===== config.mk =====
export PLATFORM = sky130hd
export DESIGN_NAME = wav_pcm_header_parser
export DESIGN_NICKNAME = d
export VERILOG_FILES = /design/src/design/wph_pkg.sv /design/src/design/wph_parser.sv /design/src/design/wph_out_reg.sv /design/src/design/wav_pcm_header_parser.sv
export SDC_FILE = /design/constraint.sdc
export NUM_CORES = 1
export LEC_CHECK = 0
export BUFFER_PORTS_ARGS = -buffer_cell sky130_fd_sc_hd__buf_4
export CORE_ASPECT_RATIO = 0.9
export CORE_MARGIN = 1.5
export CORE_UTILIZATION = 57
export DETAILED_ROUTE_END_ITERATION = 16
export MAX_ROUTING_LAYER = met4
export PLACE_DENSITY_LB_ADDON = 0.25
export SETUP_SLACK_MARGIN = 0.5
export SLEW_MARGIN = 0
export SYNTH_ARGS = -nofsm -noshare
export SYNTH_HDL_FRONTEND = slang
export SYNTH_SLANG_ARGS = --single-unit
export TNS_END_PERCENT = 5

===== constraint.sdc =====
create_clock -name clock -period 17.31 [get_ports clock]
set_input_delay 3.462 -clock clock [delete_from_list [all_inputs] [get_ports clock]]
set_output_delay 3.462 -clock clock [all_outputs]
set_load 0.02 [all_outputs]

===== src/design/wph_pkg.sv =====
package wph_pkg;

   typedef enum logic [2:0] {
      ST_OK       = 3'd0,
      ST_NO_RIFF  = 3'd1,
      ST_NO_WAVE  = 3'd2,
      ST_NO_FMT   = 3'd3,
      ST_FMT_SIZE = 3'd4,
      ST_NOT_PCM  = 3'd5,
      ST_NO_DATA  = 3'd6
   } status_type;

   // offsets of the final byte of each field within the canonical header
   localparam logic [5:0] POS_FMT_SIZE = 6'd19;
   localparam logic [5:0] POS_FORMAT   = 6'd21;
   localparam logic [5:0] POS_CHANNELS = 6'd23;
   localparam logic [5:0] POS_RATE     = 6'd27;
   localparam logic [5:0] POS_BYTERATE = 6'd31;
   localparam logic [5:0] POS_ALIGN    = 6'd33;
   localparam logic [5:0] POS_BITS     = 6'd35;
   localparam logic [5:0] POS_LAST     = 6'd43;

   localparam logic [31:0] FMT_CHUNK_SIZE = 32'd16;
   localparam logic [15:0] FORMAT_PCM     = 16'd1;

   // "RIFF" "WAVE" "fmt " "data"
   localparam logic [7:0] TAG_CHARS [0:15] = '{
      8'h52, 8'h49, 8'h46, 8'h46,
      8'h57, 8'h41, 8'h56, 8'h45,
      8'h66, 8'h6d, 8'h74, 8'h20,
      8'h64, 8'h61, 8'h74, 8'h61
   };

   typedef struct packed {
      logic       hit;
      logic [1:0] idx;
   } tag_slot_type;

   typedef struct packed {
      status_type  status;
      logic [15:0] fmt_code;
      logic [15:0] chan_count;
      logic [31:0] samp_rate;
      logic [31:0] bytes_per_sec;
      logic [15:0] frame_bytes;
      logic [15:0] samp_bits;
      logic [31:0] payload_len;
   } result_type;

   typedef struct packed {
      logic       emit;
      result_type res;
   } step_type;

   function automatic tag_slot_type tag_slot(input logic [5:0] pos);
      tag_slot_type s;
      s.hit = 1'b1;
      s.idx = 2'd0;
      case (pos) inside
         [6'd0:6'd3]:   s.idx = 2'd0;
         [6'd8:6'd11]:  s.idx = 2'd1;
         [6'd12:6'd15]: s.idx = 2'd2;
         [6'd36:6'd39]: s.idx = 2'd3;
         default:       s.hit = 1'b0;
      endcase
      return s;
   endfunction

   function automatic status_type tag_status(input logic [1:0] idx);
      status_type st;
      case (idx)
         2'd0:    st = ST_NO_RIFF;
         2'd1:    st = ST_NO_WAVE;
         2'd2:    st = ST_NO_FMT;
         default: st = ST_NO_DATA;
      endcase
      return st;
   endfunction

endpackage


===== src/design/wph_parser.sv =====
module wph_parser (
   input  logic              clock,
   input  logic              reset,
   input  logic              en,
   input  logic [7:0]        byte_value,
   input  logic              first,
   output wph_pkg::step_type step
);

   logic [5:0]  pos_ff, pos_in;
   logic        active_ff, active_in;
   logic        tm_ff, tm_in;
   logic [31:0] acc_ff, acc_in;
   logic [15:0] fmt_ff, fmt_in;
   logic [15:0] chan_ff, chan_in;
   logic [31:0] rate_ff, rate_in;
   logic [31:0] brate_ff, brate_in;
   logic [15:0] align_ff, align_in;
   logic [15:0] bits_ff, bits_in;

   logic                  act;
   logic [5:0]            pos;
   logic                  tm_base;
   logic                  diff;
   logic                  emit;
   wph_pkg::status_type   status;
   logic [31:0]           dsize;
   wph_pkg::tag_slot_type slot;

   always_comb begin
      act     = first | active_ff;
      pos     = first ? 6'd0 : pos_ff;
      tm_base = first ? 1'b0 : tm_ff;
      acc_in  = {byte_value, (first ? 24'd0 : acc_ff[31:8])};
      fmt_in   = first ? 16'd0 : fmt_ff;
      chan_in  = first ? 16'd0 : chan_ff;
      rate_in  = first ? 32'd0 : rate_ff;
      brate_in = first ? 32'd0 : brate_ff;
      align_in = first ? 16'd0 : align_ff;
      bits_in  = first ? 16'd0 : bits_ff;
      emit   = 1'b0;
      status = wph_pkg::ST_OK;
      dsize  = 32'd0;
      tm_in  = tm_base;
      diff   = 1'b0;

      slot = wph_pkg::tag_slot(pos);
      if (slot.hit) begin
         diff  = byte_value != wph_pkg::TAG_CHARS[{slot.idx, pos[1:0]}];
         tm_in = (pos[1:0] == 2'd0) ? diff : (tm_base | diff);
         if (pos[1:0] == 2'd3 && tm_in) begin
            emit   = 1'b1;
            status = wph_pkg::tag_status(slot.idx);
         end
      end

      if (!emit) begin
         case (pos)
            wph_pkg::POS_FMT_SIZE: begin
               if (acc_in != wph_pkg::FMT_CHUNK_SIZE) begin
                  emit   = 1'b1;
                  status = wph_pkg::ST_FMT_SIZE;
               end
            end
            wph_pkg::POS_FORMAT: begin
               fmt_in = acc_in[31:16];
               if (acc_in[31:16] != wph_pkg::FORMAT_PCM) begin
                  emit   = 1'b1;
                  status = wph_pkg::ST_NOT_PCM;
               end
            end
            wph_pkg::POS_CHANNELS: chan_in  = acc_in[31:16];
            wph_pkg::POS_RATE:     rate_in  = acc_in;
            wph_pkg::POS_BYTERATE: brate_in = acc_in;
            wph_pkg::POS_ALIGN:    align_in = acc_in[31:16];
            wph_pkg::POS_BITS:     bits_in  = acc_in[31:16];
            wph_pkg::POS_LAST: begin
               emit  = 1'b1;
               dsize = acc_in;
            end
            default: ;
         endcase
      end

      active_in = ~emit;
      pos_in    = emit ? pos : pos + 6'd1;
   end

   always_comb begin
      step.emit              = en & act & emit;
      step.res.status        = status;
      step.res.fmt_code      = fmt_in;
      step.res.chan_count    = chan_in;
      step.res.samp_rate     = rate_in;
      step.res.bytes_per_sec = brate_in;
      step.res.frame_bytes   = align_in;
      step.res.samp_bits     = bits_in;
      step.res.payload_len   = dsize;
   end

   always_ff @(posedge clock) begin
      if (reset) begin
         active_ff <= 1'b0;
         pos_ff    <= 6'd0;
         tm_ff     <= 1'b0;
      end else if (en && act) begin
         active_ff <= active_in;
         pos_ff    <= pos_in;
         tm_ff     <= tm_in;
      end
   end

   always_ff @(posedge clock) begin
      if (en && act) begin
         acc_ff   <= acc_in;
         fmt_ff   <= fmt_in;
         chan_ff  <= chan_in;
         rate_ff  <= rate_in;
         brate_ff <= brate_in;
         align_ff <= align_in;
         bits_ff  <= bits_in;
      end
   end

endmodule


===== src/design/wph_out_reg.sv =====
module wph_out_reg (
   input  logic                clock,
   input  logic                reset,
   input  wph_pkg::step_type   step,
   input  logic                rsp_ready,
   output logic                rsp_valid,
   output logic                can_load,
   output wph_pkg::result_type res
);

   logic                valid_ff, valid_in;
   wph_pkg::result_type res_ff;

   // a held result leaves on the same edge a new one may be loaded
   assign can_load = ~valid_ff | rsp_ready;

   always_comb begin
      valid_in = valid_ff;
      if (can_load) begin
         valid_in = step.emit;
      end
   end

   always_ff @(posedge clock) begin
      if (reset) begin
         valid_ff <= 1'b0;
      end else begin
         valid_ff <= valid_in;
      end
   end

   always_ff @(posedge clock) begin
      if (step.emit) begin
         res_ff <= step.res;
      end
   end

   assign rsp_valid = valid_ff;
   assign res       = res_ff;

endmodule


===== src/design/wav_pcm_header_parser.sv =====
// A result is registered and appears in the cycle after the byte transfer that causes it.
// Throughput: one header byte per cycle; the byte path stalls only while a
// result sits in the output register and rsp_ready is low.
// Reset (synchronous, active high) leaves the parser idle with no result held;
// bytes are ignored until one arrives with req_first set.
module wav_pcm_header_parser (
   input  logic        clock,
   input  logic        reset,
   input  logic        req_valid,
   output logic        req_ready,
   input  logic [7:0]  req_byte_value,
   input  logic        req_first,
   output logic        rsp_valid,
   input  logic        rsp_ready,
   output logic [2:0]  rsp_status,
   output logic [15:0] rsp_fmt_code,
   output logic [15:0] rsp_chan_count,
   output logic [31:0] rsp_samp_rate,
   output logic [31:0] rsp_bytes_per_sec,
   output logic [15:0] rsp_frame_bytes,
   output logic [15:0] rsp_samp_bits,
   output logic [31:0] rsp_payload_len
);

   wph_pkg::step_type   step;
   wph_pkg::result_type res;
   logic                can_load;
   logic                accept;

   assign req_ready = can_load;
   assign accept    = req_valid & can_load;

   wph_parser u_parser (
      .clock      (clock),
      .reset      (reset),
      .en         (accept),
      .byte_value (req_byte_value),
      .first      (req_first),
      .step       (step)
   );

   wph_out_reg u_out_reg (
      .clock     (clock),
      .reset     (reset),
      .step      (step),
      .rsp_ready (rsp_ready),
      .rsp_valid (rsp_valid),
      .can_load  (can_load),
      .res       (res)
   );

   assign rsp_status        = res.status;
   assign rsp_fmt_code      = res.fmt_code;
   assign rsp_chan_count    = res.chan_count;
   assign rsp_samp_rate     = res.samp_rate;
   assign rsp_bytes_per_sec = res.bytes_per_sec;
   assign rsp_frame_bytes   = res.frame_bytes;
   assign rsp_samp_bits     = res.samp_bits;
   assign rsp_payload_len   = res.payload_len;

endmodule


### Word level (Yosys, flattened, before mapping)

Memories as Yosys holds them, arrays and structs flattened.
Cells that the tools add are included.

| word-level totals | value |
|---|---|
| register bits | 332 |
| memory bits (read-only) | 128 |
| input port bits | 13 |
| memories kept | 1 |

| operators by class | value |
|---|---|
| add/subtract/negate cells | 1 |
| $lt $le $gt $ge | 9 |
| eq/ne operators | 14 |
| muxes and demuxes | 47 |
| bitwise gates (word level) | 10 |
| reductions and logical operators | 9 |

Memories:

| memory | depth | bits a word | rd ports | clocked after memory_dff | write ports | line | RTL |
|---|---|---|---|---|---|---|---|
| (name not given) | 16 | 8 | 1 | 0 | 0 | wph_parser.sv:49 | `diff = byte_value != wph_pkg::TAG_CHARS[{slot.idx, pos[1:0]}];` |

Operators by type and width:

| operator | count |
|---|---|
| 16-bit two-way mux | 12 |
| 32-bit two-way mux | 6 |
| 32-bit by 5-bit inequality test with 1-bit output, second input constant | 1 |
| 6-bit by 5-bit == test with 1-bit output, second input constant | 5 |
| 24-bit two-way mux | 1 |
| 6-bit == test, second input constant | 3 |
| 8-bit two-way mux | 2 |
| 16-bit by 1-bit inequality test with 1-bit output, second input constant | 1 |
| 3-bit two-way mux | 5 |
| 6-bit by 4-bit greater-or-equal comparator with 1-bit output, second input constant | 2 |
| 6-bit by 4-bit less-or-equal comparator with 1-bit output, second input constant | 2 |
| 1-bit two-way mux | 12 |
| 6-bit two-way mux | 2 |
| 3-bit case mux with 3 select lines | 1 |
| 2-bit two-way mux | 4 |
| 8-bit inequality test | 1 |
| 6-bit by 1-bit adder with 6-bit output, second input constant | 1 |
| 6-bit by 1-bit greater-or-equal comparator with 1-bit output, second input constant | 1 |
| 6-bit greater-or-equal comparator, second input constant | 1 |
| 6-bit by 2-bit less-or-equal comparator with 1-bit output, second input constant | 1 |
| 6-bit less-or-equal comparator, second input constant | 1 |
| 1-bit logical AND | 6 |
| 3-bit case mux with 2 select lines | 1 |
| 5-bit greater-or-equal comparator, second input constant | 1 |
| other kinds (9) | 17 |

### Longest topological paths before layout

Gate-level depths: netlist of the first run.

| depth | value |
|---|---|
| depth in word-level cells | 20 |
| depth in mapped cells | 15 |

### Cells and area by module

From an unflattened synthesis of the first run, not the netlist that was laid out.

| unflattened totals | value |
|---|---|
| cells, all modules | 957 |
| area total of the unflattened synthesis | 12903.6 sq um |

By module, submodules not included:

| module | times used | cells an instance | area an instance (sq um) | seq. area each (sq um) |
|---|---|---|---|---|
| wph_parser | 1 | 789 | 7956.4 | 4724.5 |
| wph_out_reg | 1 | 167 | 4941.0 | 4914.7 |
| wav_pcm_header_parser | 1 | 1 | 6.3 | 0.0 |

### Worst setup path before layout of the first run

No wires, ideal clock.

| timing path | value |
|---|---|
| path type | input -> register |
| start | input port req_first |
| end | register u_out_reg.res_ff, in the netlist u_out_reg.res[0], enable pin |
| setup time | 739 ps |
| arrival | 13248 ps |
| slack | 3323 ps |
| cell stages on the path | 14 |
| path through | buf_6 -> buf_6 -> clkinv_1 -> clkbuf_1 -> nand2_1 -> ha_1 -> or3b_1 -> a21oi_1 -> a221oi_1 -> xnor2_1 -> nand4_1 -> nand2_2 -> buf_6 -> a21oi_1 |

RTL lines:

| element | line | RTL |
|---|---|---|
| start: declaration | wav_pcm_header_parser.sv:12 | `input logic req_first,` |
| end signal: assignment | wph_out_reg.sv:34 | `res_ff <= step.res;` |
| end: declaration | wph_out_reg.sv:12 | `wph_pkg::result_type res_ff;` |

### Worst setup path after layout of the first run

| timing path | value |
|---|---|
| start | input port rsp_ready |
| end | output port req_ready |

| between the ends | value |
|---|---|
| cells in the longest elaborated chain, start to end | 1 |

RTL lines:

| element | line | RTL |
|---|---|---|
| start: declaration | wav_pcm_header_parser.sv:14 | `input logic rsp_ready,` |
| 1-bit bitwise OR | wph_out_reg.sv:15 | `assign can_load = ~valid_ff \| rsp_ready;` |
| end: declaration | wav_pcm_header_parser.sv:10 | `output logic req_ready,` |

No other way between the ends.

==> results.cfg, run 1 <==
[run_status]
run_status = complete, no violations

[clocking]
cts_setup_buffers = 0
cts_max_level = 1
holdBufCountCts = 0
path_clk_slew_ns = 0.06
cts_max_path_buffers = 3
cts_resized = 0
cts_root_buf = clkbuf_16
cts_tree = yes
cts_sinks = 324
clk_latency_ns = 0.55
cts_made_buffers = 31

[route]
wirelength_um = 29200
vias = 8152
drc = 0
first_pass_iters = 5
viasPerCell = 5.70
ant_nets = 0
wl_per_cell_um = 20.4
drt_iter0_markers = 687

[timing]
relSlewSlack_pct = 23.4
timing.hold.ws_ns = 0.495
fin_crit_sh_pct = 43.0
setup_violations = 0
slew_violations = 0
finClkSkew_ns = 0.0153
hold_violations = 0
clock.fmax_mhz = 134
period_needed_ns = 7.44
fin_ws_ns = 9.87
rsz0062_at_grt = false
tns_ns = 0
tightest_slew_ns = 1.15

[die]
die-area_mm2 = 0.0234
initial_core_util_pct = 58.7
die_h_um = 145
io_pins = 178
die_x_um = 161
rows = 51
core_mm2 = 0.0218

[logic_synthesis]
synth_area_leaders = edfxtp_1 (74%), nand2_1 (7.6%), a21oi_1 (3.6%), and2_1 (1.6%), clkbuf_1 (1.5%)
synth_edf_count = 315
synth-seq-cells = 324
yosysWarnings = 0
synthFlopType = edfxtp_1
avgSynthCellArea_um2 = 13.3
synth_fp_nets = 977
synth.top_cells.by_count = edfxtp_1 (315), nand2_1 (259), a21oi_1 (91)
async_reset_ff_share_pct = 0
synth.largest_area_cell = edfxtp_1
netlist_area_mm2 = 0.0128
synth_cell_type_count = 66
ys_seq_area_share_pct = 75.2
syn-instance-count = 962
synthMostInstantiatedCell = edfxtp_1
yosysTopAreaCellShare_pct = 73.8

[layout]
final_util_pct = 70.2
areaGrowthSynthToFinish_pct = 19.6
drive_gt1_share_pct = 21.8
fin_cells = 1431
n_antenna_cell = 0
finish.instance_area_mm2 = 0.0153
nets = 1131
fill_cells = 1535

[place]
dp.cells = 1374
place_congestion = 0.852
io_buffers = 177
placed_cell_area_mm2 = 0.0143
hpwlAfterDp_um = 17900
dp_slack_ns = 9.77

[power]
clkPwrFrac_pct = 41.0
power_mw = 1.61
switching_power_mw = 0.328
power_frac_comb_pct = 3.4
cellInternalPower_mw = 1.29
peakVddDrop_uv = 113
seqPwrFrac_pct = 55.6
switching_share_pct = 20.3
power_density_mw_per_mm2 = 105
leakage_nw = 5.60

[worst_setup_path]
cp.arrival_ns = 3.98
r2r_slack_ns = 12.80
cp-start-kind = input pin
crit_slowest_cell = nand2b_1
crit_type = input pin to output port
crit_required_ns = 13.85
crit_fanout = 4
worstSetupEndpointType = output port
critPathMaxStageDelay_ns = 0.21
worstPathCellList = buf_4 > nand2b_1 > buf_4
crit_top_cell = buf_4

[grt]
grt_use_total_pct = 25.3
grt_max_degree = 94
grt_pass1_wl_um = 44400
grt_antenna_before_repair = 0
grt_pass1_vias = 7733
gr-total-overflow = 0

[worst_hold_path]
hp-class = register to register

[job]
maxCapViolCount = 0
==> worst paths after layout <==
kind                                                 startpoint                               to  depth (start not counted)
worst min-delay path            u_parser.active_ff$_SDFFE_PP0P_  u_parser.active_ff$_SDFFE_PP0P_                          2
worst min register to register  u_parser.active_ff$_SDFFE_PP0P_  u_parser.active_ff$_SDFFE_PP0P_                          2
worst max register to register  u_parser.pos_ff[4]$_SDFFE_PP0P_     u_out_reg.res[117]$_DFFE_PP_                          7
worst max-delay path                                  rsp_ready                        req_ready                          3
==> cells in the final DEF, fill, tap and decap left out, types with 2 or more instances in the layout <==
cell type and instances:
a21oi_1 90, and2_1 33, nand2_1 259, nand4_1 8
xor2_1 2, nand2b_1 5, or3b_1 2, buf_4 185
and3b_1 2, and3_1 9, xnor2_1 2, clkbuf_16 31
nand3_1 27, a31o_1 2, nor3b_2 3, a21o_1 12
nand3b_1 3, ha_1 2, edfxtp_1 315, dfxtp_1 9
nor4b_1 2, nor2_1 12, nor2b_1 17, bufinv_16 4
clkinv_1 9, o21ai_0 22, inv_6 2, nor4_1 7
clkinv_2 7, nor3_1 4, and4_1 3, nor3_2 2
clkbuf_1 4, inv_1 6
==> cell type report <==
class | instances | area (um^2) | share of cell area, %
clock buffers | 35 | 791 | 5.16
clock inverters | 22 | 210 | 1.37
inverters | 8 | 35.0 | 0.229
multi-input cells | 566 | 2890 | 18.9
flip-flops and latches | 324 | 9640 | 62.9
well taps | 291 | 364 | 2.38
repair buffers | 185 | 1390 | 9.06
==> flip-flops by register name, indices dropped and copies added, names as in the netlist <==
| signal | count |
|---|---|
| u_parser.tm_ff | 1 |
| u_parser.brate_ff | 32 |
| u_parser.chan_ff | 16 |
| u_parser.align_ff | 16 |
| u_parser.active_ff | 1 |
| u_parser.pos_ff | 6 |
| u_parser.acc_ff | 24 |
| u_parser.rate_ff | 32 |
| u_parser.fmt_ff | 16 |
| u_parser.bits_ff | 16 |
| u_out_reg.rsp_valid | 1 |
| u_out_reg.res | 163 |
==> worst max-delay path: cells and delay by family <==
family / cells / cell delay [ns]
AND/OR/NAND/NOR: 1 / 0.21
buffers and inverters: 2 / 0.30
==> per-layer routing <==
metal | global-route usage, % | wire length (um) | vias up
met3 | 4.95 | 2120 | 54
li1 | - | - | 3770
met5 | - | 0 | -
met4 | 7.27 | 764 | 0
met1 | 36.0 | 12700 | 3990
met2 | 37.5 | 13500 | 338
==> logic make-up (layout without fill, tap and decap cells) <==
logic type	Yosys count	in the layout	share of synthesized area [%]
AO/OA/AOI/OAI	147	147	6.66
XOR/XNOR	4	4	0.274
adder cells (fa/ha/maj)	2	2	0.195
buffers and inverters	72	250	2.37
flip-flops	324	324	75.2
multiplexers	3	3	0.283
AND/OR/NAND/NOR	410	410	15.0
==> power groups by stage <==
stage | Sequential [mW] | Clock [mW] | Combinational (mW)
floorplan | 0.910 | 0 | 0.0384
global route | 0.898 | 0.698 | 0.0609
finish | 0.897 | 0.662 | 0.0553
global placement | 0.912 | 0 | 0.0528
CTS | 0.897 | 0.667 | 0.0551
detailed placement | 0.913 | 0 | 0.0547
(Power assumes the default switching activity.)
==> inputs of run 2 (changes only) <==
--- a/config.mk
+++ b/config.mk
@@ -8,7 +8,7 @@
 export BUFFER_PORTS_ARGS = -buffer_cell sky130_fd_sc_hd__buf_4
 export CORE_ASPECT_RATIO = 0.9
 export CORE_MARGIN = 1.5
-export CORE_UTILIZATION = 57
+export CORE_UTILIZATION = 52
 export DETAILED_ROUTE_END_ITERATION = 16
 export MAX_ROUTING_LAYER = met4
 export PLACE_DENSITY_LB_ADDON = 0.25
==> constraint.sdc (replaced) <==
create_clock -name clock -period 6.5 [get_ports clock]
set_input_delay 1.3 -clock clock [delete_from_list [all_inputs] [get_ports clock]]
set_output_delay 1.3 -clock clock [all_outputs]
set_load 0.02 [all_outputs]
==> run 2 against run 1 <==
Compared with the run above: flip-flop and latch count unchanged; critical path depth rose by 7; count of clock-buffer cells in the layout up 5; setup slack lost 8.1 ns; global-route usage shrank 1.7 points; sequential share of layout area is 0.22 points lower; routed wire length is 0.45% higher; critical endpoint is now u_out_reg.res[43]$_DFFE_PP_; largest power group unchanged.
==> results.cfg, run 2 (synthesis gave the netlist of run 1 again) <==
[timing]
clock.fmax_mhz = 212
finClkSkew_ns = 0.0161
rsz0062_at_grt = false
tns_ns = 0
relSlewSlack_pct = 24.8
slew_violations = 0
tightest_slew_ns = 1.12
fin_crit_sh_pct = 72.6
hold_violations = 0
setup_violations = 0
period_needed_ns = 4.72

[job]
maxCapViolCount = 0

[worst_setup_path]
worst-path-buf-inv = 3
worstRegToRegCells = 7
cp_top_family = simple AND/OR/NAND/NOR gates
cp.arrival_ns = 4.75
worstPathCellList = buf_4 > buf_4 > nor2b_1 > or3_1 > nor4_1 > or4b_1 > a21oi_2 > and2_4 > a21oi_4 > buf_12
cp-start-kind = input pin
worstSetupEndpointType = register
crit_top_cell = buf_4
r2r_end = u_out_reg.res[43]$_DFFE_PP_
crit_type = input pin to register
crit_fanout = 163
crit_required_ns = 6.53
rr_startpoint = u_parser.pos_ff[4]$_SDFFE_PP0P_
r2r_slack_ns = 2.76
crit_slowest_cell = buf_4
critPathMaxStageDelay_ns = 0.66

[clocking]
cts_resized = 0
cts_max_level = 2
cts_made_buffers = 34
path_clk_slew_ns = 0.06
cts_max_path_buffers = 3
clk_latency_ns = 0.51
cts_tree = yes
cts_root_buf = clkbuf_16
cts_sinks = 324
cts_setup_buffers = 0
holdBufCountCts = 0

[place]
dp.cells = 1389
place_congestion = 0.860
io_buffers = 177
hpwlAfterDp_um = 17600

[power]
power_frac_comb_pct = 3.5
power_mw = 4.28
peakVddDrop_uv = 201
seqPwrFrac_pct = 55.7
switching_share_pct = 21.1
clkPwrFrac_pct = 40.8
switching_power_mw = 0.904
power_density_mw_per_mm2 = 279
leakage_nw = 5.62
cellInternalPower_mw = 3.38

[layout]
fill_cells = 1854
fin_cells = 1448
n_antenna_cell = 0
areaGrowthSynthToFinish_pct = 20.0
drive_gt1_share_pct = 22.2
final_cell_mix = edfxtp_1 (315), nand2_1 (258), buf_4 (182), a21oi_1 (89), clkbuf_16 (35)
nets = 1132
largest_reg_flops = 163
layout_commonest_cell = edfxtp_1

[run_status]
run_status = complete, no violations

[route]
wl_per_cell_um = 20.2
vias = 8207
drt_iter0_markers = 765
ant_nets = 0
viasPerCell = 5.67
drc = 0
first_pass_iters = 5
wirelength_um = 29300

[grt]
grt_use_total_pct = 23.6
grt_antenna_before_repair = 0
grt_pass1_wl_um = 45100
grt_max_degree = 164
gr-total-overflow = 0
grt_pass1_vias = 7892

[die]
core_mm2 = 0.0242
rows = 54
die_x_um = 168
initial_core_util_pct = 53.0
die-area_mm2 = 0.0256
io_pins = 178
die_h_um = 152

[worst_hold_path]
worstHoldEndpoint = u_parser.active_ff$_SDFFE_PP0P_
hp-class = register to register
hold_path_depth = 2
hold_start = u_parser.active_ff$_SDFFE_PP0P_
## run 2: worst reg2reg max path: stages (launching register included)
cell and delay (ns):
dfxtp_1 0.66, nor4b_2 0.51, and3_1 0.70, a32o_1 0.25, a21oi_2 0.05, and2_4 0.19, a21oi_4 0.15, buf_12 0.50
## run 2: layout make-up
| cell class | instances | area [um^2] | share of cell area (%) |
|---|---|---|---|
| clock buffers | 40 | 895 | 5.82 |
| multi-input cells | 566 | 2930 | 19.1 |
| well taps | 308 | 385 | 2.51 |
| clock inverters | 19 | 91.3 | 0.594 |
| repair buffers | 183 | 1390 | 9.02 |
| flip-flops and latches | 324 | 9640 | 62.7 |
| inverters | 8 | 47.5 | 0.309 |
## run 2: how the worst max path moves through the flow
stage | startpoint | end | slack [ns] | depth (start not counted)
4_1_cts | req_first | u_out_reg.res[42]$_DFFE_PP_ | 2.05 | 10
6_report | req_first | u_out_reg.res[43]$_DFFE_PP_ | 1.78 | 10
5_1_grt | req_first | u_out_reg.res[43]$_DFFE_PP_ | 1.69 | 10
2_1_floorplan | req_first | u_out_reg.res[0]$_SDFFCE_PP0P_ | 0.39 | 14
3_5_place_dp | req_first | u_out_reg.res[62]$_DFFE_PP_ | 1.53 | 10
3_3_place_gp | req_first | u_out_reg.res[62]$_DFFE_PP_ | 1.60 | 10
## run 2: per-layer routing
layer / GRT usage [%] / share of wire [%] / up-vias
met5: - / 0 / -
met4: 6.42 / 1.8 / 0
met3: 5.42 / 8.9 / 47
met2: 33.9 / 46 / 419
met1: 34.2 / 44 / 3968
li1: - / - / 3773
## run 2: power by group through the flow
stage / combinational (mW) / sequential, mW / clock, mW
after CTS: 0.148 / 2.39 / 1.77
final: 0.149 / 2.39 / 1.75
after global routing: 0.164 / 2.39 / 1.85
after floorplan: 0.107 / 2.42 / 0
after global placement: 0.144 / 2.43 / 0
after detailed placement: 0.148 / 2.43 / 0
## run 2: stage by stage
stage	hold slack (ns)	cell area (um^2)	utilization (%)	worst slack (ns)
CTS	0.470	15400	63.6	2.05
finish	0.469	15400	63.6	1.78
detailed placement	0.462	14400	59.5	1.53
global placement	0.462	14400	59.5	1.60
global route	0.503	15400	63.6	1.69
floorplan	0.448	12900	-	0.389
==> inputs of run 3 (changes only) <==
==> constraint.sdc (replaced) <==
create_clock -name clock -period 4 [get_ports clock]
set_input_delay 0.8 -clock clock [delete_from_list [all_inputs] [get_ports clock]]
set_output_delay 0.8 -clock clock [all_outputs]
set_load 0.02 [all_outputs]
==> run 3 against run 2 <==
Compared with the run above: setup slack worse by 1.1 ns; global-route usage is 0.23 points higher; power is 60% higher; design area is 0.56% higher; sequential power is 62% higher; clock power is 55% higher; flip-flop and latch count stayed put.
==> results.cfg, run 3 (synthesis gave the netlist of run 1 again) <==
[route]
wl_per_cell_um = 20.4
viasPerCell = 5.67
drt_iter0_markers = 784
drc = 0
ant_nets = 0
vias = 8266
wirelength_um = 29800
first_pass_iters = 5

[die]
die_h_um = 152
io_pins = 178
core_mm2 = 0.0242
rows = 54
initial_core_util_pct = 53.0
die_x_um = 168
die-area_mm2 = 0.0256

[timing]
clock.fmax_mhz = 301
period_needed_ns = 3.32
tns_ns = 0
rsz0062_at_grt = false
relSlewSlack_pct = 50.3
fin_crit_sh_pct = 83.1
tightest_slew_ns = 0.744
finClkSkew_ns = 0.0161
slew_violations = 0
hold_violations = 0
setup_violations = 0

[place]
place_congestion = 0.896
hpwlAfterDp_um = 18800
placed_cell_area_mm2 = 0.0145
io_buffers = 177

[grt]
grt_max_degree = 110
use_met2_pct = 35.9
grt_use_met1_pct = 34.3
grt_pass1_vias = 8027
gr-total-overflow = 0
grt_antenna_before_repair = 0
grt_pass1_wl_um = 46000
top_usage_layer = met2
met3_usage_pct = 4.14
grt_use_total_pct = 23.9

[clocking]
holdBufCountCts = 0
cts_resized = 0
cts_setup_buffers = 0
cts_max_level = 1
clk_latency_ns = 0.55
path_clk_slew_ns = 0.06
cts_root_buf = clkbuf_16
cts_made_buffers = 31
cts_max_path_buffers = 3
cts_sinks = 324
cts_tree = yes

[power]
power_frac_comb_pct = 3.7
peakVddDrop_uv = 285
seqPwrFrac_pct = 56.7
switching_share_pct = 20.8
clkPwrFrac_pct = 39.6
leakage_nw = 5.66
cellInternalPower_mw = 5.42
switching_power_mw = 1.42
power_density_mw_per_mm2 = 442

[worst_setup_path]
crit_type = register to register
crit_required_ns = 4.17
worstPathCellList = nand3b_1 > a311oi_1 > o311ai_0 > xor2_1 > nand4_1 > nand2_2 > a21oi_4 > buf_4
crit_fanout = 54
worst-path-buf-inv = 1
cp-start-kind = register
cp_top_family = compound AO/OA/AOI/OAI gates
critPathMaxStageDelay_ns = 0.79
cp.arrival_ns = 3.50
crit_slowest_cell = dfxtp_1
worstSetupEndpointType = register

[run_status]
run_status = complete, no violations

[worst_hold_path]
hp-class = register to register

[layout]
drive_gt1_share_pct = 23.0
final_cell_mix = edfxtp_1 (315), nand2_1 (258), buf_4 (195), a21oi_1 (89), and2_1 (33)
largest_reg_flops = 163
nets = 1144
finish.instance_area_mm2 = 0.0155
n_antenna_cell = 0
areaGrowthSynthToFinish_pct = 20.7
layout_commonest_cell = edfxtp_1

[job]
maxCapViolCount = 0
-- run 3: cell types whose count changed in the layout (fill, tap and decap cells not counted), sizes merged --
cell	before	now
buf	183	198
clkinv	18	9
clkinvlp	0	2
inv	9	8
clkbuf	40	44
-- run 3: final timing paths --
kind                                        start                              end  slack, ns  cells past startpoint
setup / recovery  u_parser.pos_ff[5]$_SDFFE_PP0P_     u_out_reg.res[155]$_DFFE_PP_       0.68                      8
hold / removal    u_parser.active_ff$_SDFFE_PP0P_  u_parser.active_ff$_SDFFE_PP0P_       0.48                      2
setup reg to reg  u_parser.pos_ff[5]$_SDFFE_PP0P_     u_out_reg.res[155]$_DFFE_PP_       0.68                      8
hold reg to reg   u_parser.active_ff$_SDFFE_PP0P_  u_parser.active_ff$_SDFFE_PP0P_       0.48                      2
-- run 3: worst reg2reg max path, delay by kind of cell (launching register included) --
family,cells,cell delay (ns)
AOI/OAI and AO/OA,3,0.83
DFF,1,0.79
buffers and inverters,1,0.56
and+or+nand+nor,3,0.53
xor gates and xnor gates,1,0.18
-- run 3: power groups by stage --
stage,Sequential (mW),Combinational (mW),Clock (mW)
6_report,3.88,0.255,2.71
5_1_grt,3.88,0.281,2.85
4_1_cts,3.88,0.255,2.74
3_5_place_dp,3.95,0.252,0
3_3_place_gp,3.94,0.245,0
2_1_floorplan,3.93,0.174,0
-- run 3: per-stage QoR --
stage / instances / power, mW / hold slack (ns) / worst slack (ns) / util (%)
floorplan: 962 / 4.11 / 0.448 / -1.61 / -
global placement: 1404 / 4.19 / 0.473 / 0.440 / 60.1
detailed placement: 1404 / 4.20 / 0.462 / 0.403 / 60.1
CTS: 1459 / 6.87 / 0.489 / 0.742 / 63.9
global route: 1459 / 7.02 / 0.520 / 0.547 / 63.9
finish: 1459 / 6.84 / 0.482 / 0.676 / 63.9
-- run 3: metal layers --
| metal | part of all wire (%) | vias to the layer above |
|---|---|---|
| met5 | 0 | - |
| met4 | 2.0 | 0 |
| met3 | 8.1 | 47 |
| met2 | 47 | 369 |
| met1 | 43 | 4065 |
| li1 | - | 3785 |
-- run 3: cell type report --
| cell class | count | area (um^2) |
|---|---|---|
| Clock inverter | 11 | 58.8 |
| Clock buffer | 44 | 876 |
| Fill cell | 1814 | 8730 |
| Sequential cell | 324 | 9640 |
| Multi-Input combinational cell | 566 | 2930 |
| Tap cell | 308 | 385 |
| Timing Repair Buffer | 198 | 1520 |
| Inverter | 8 | 47.5 |
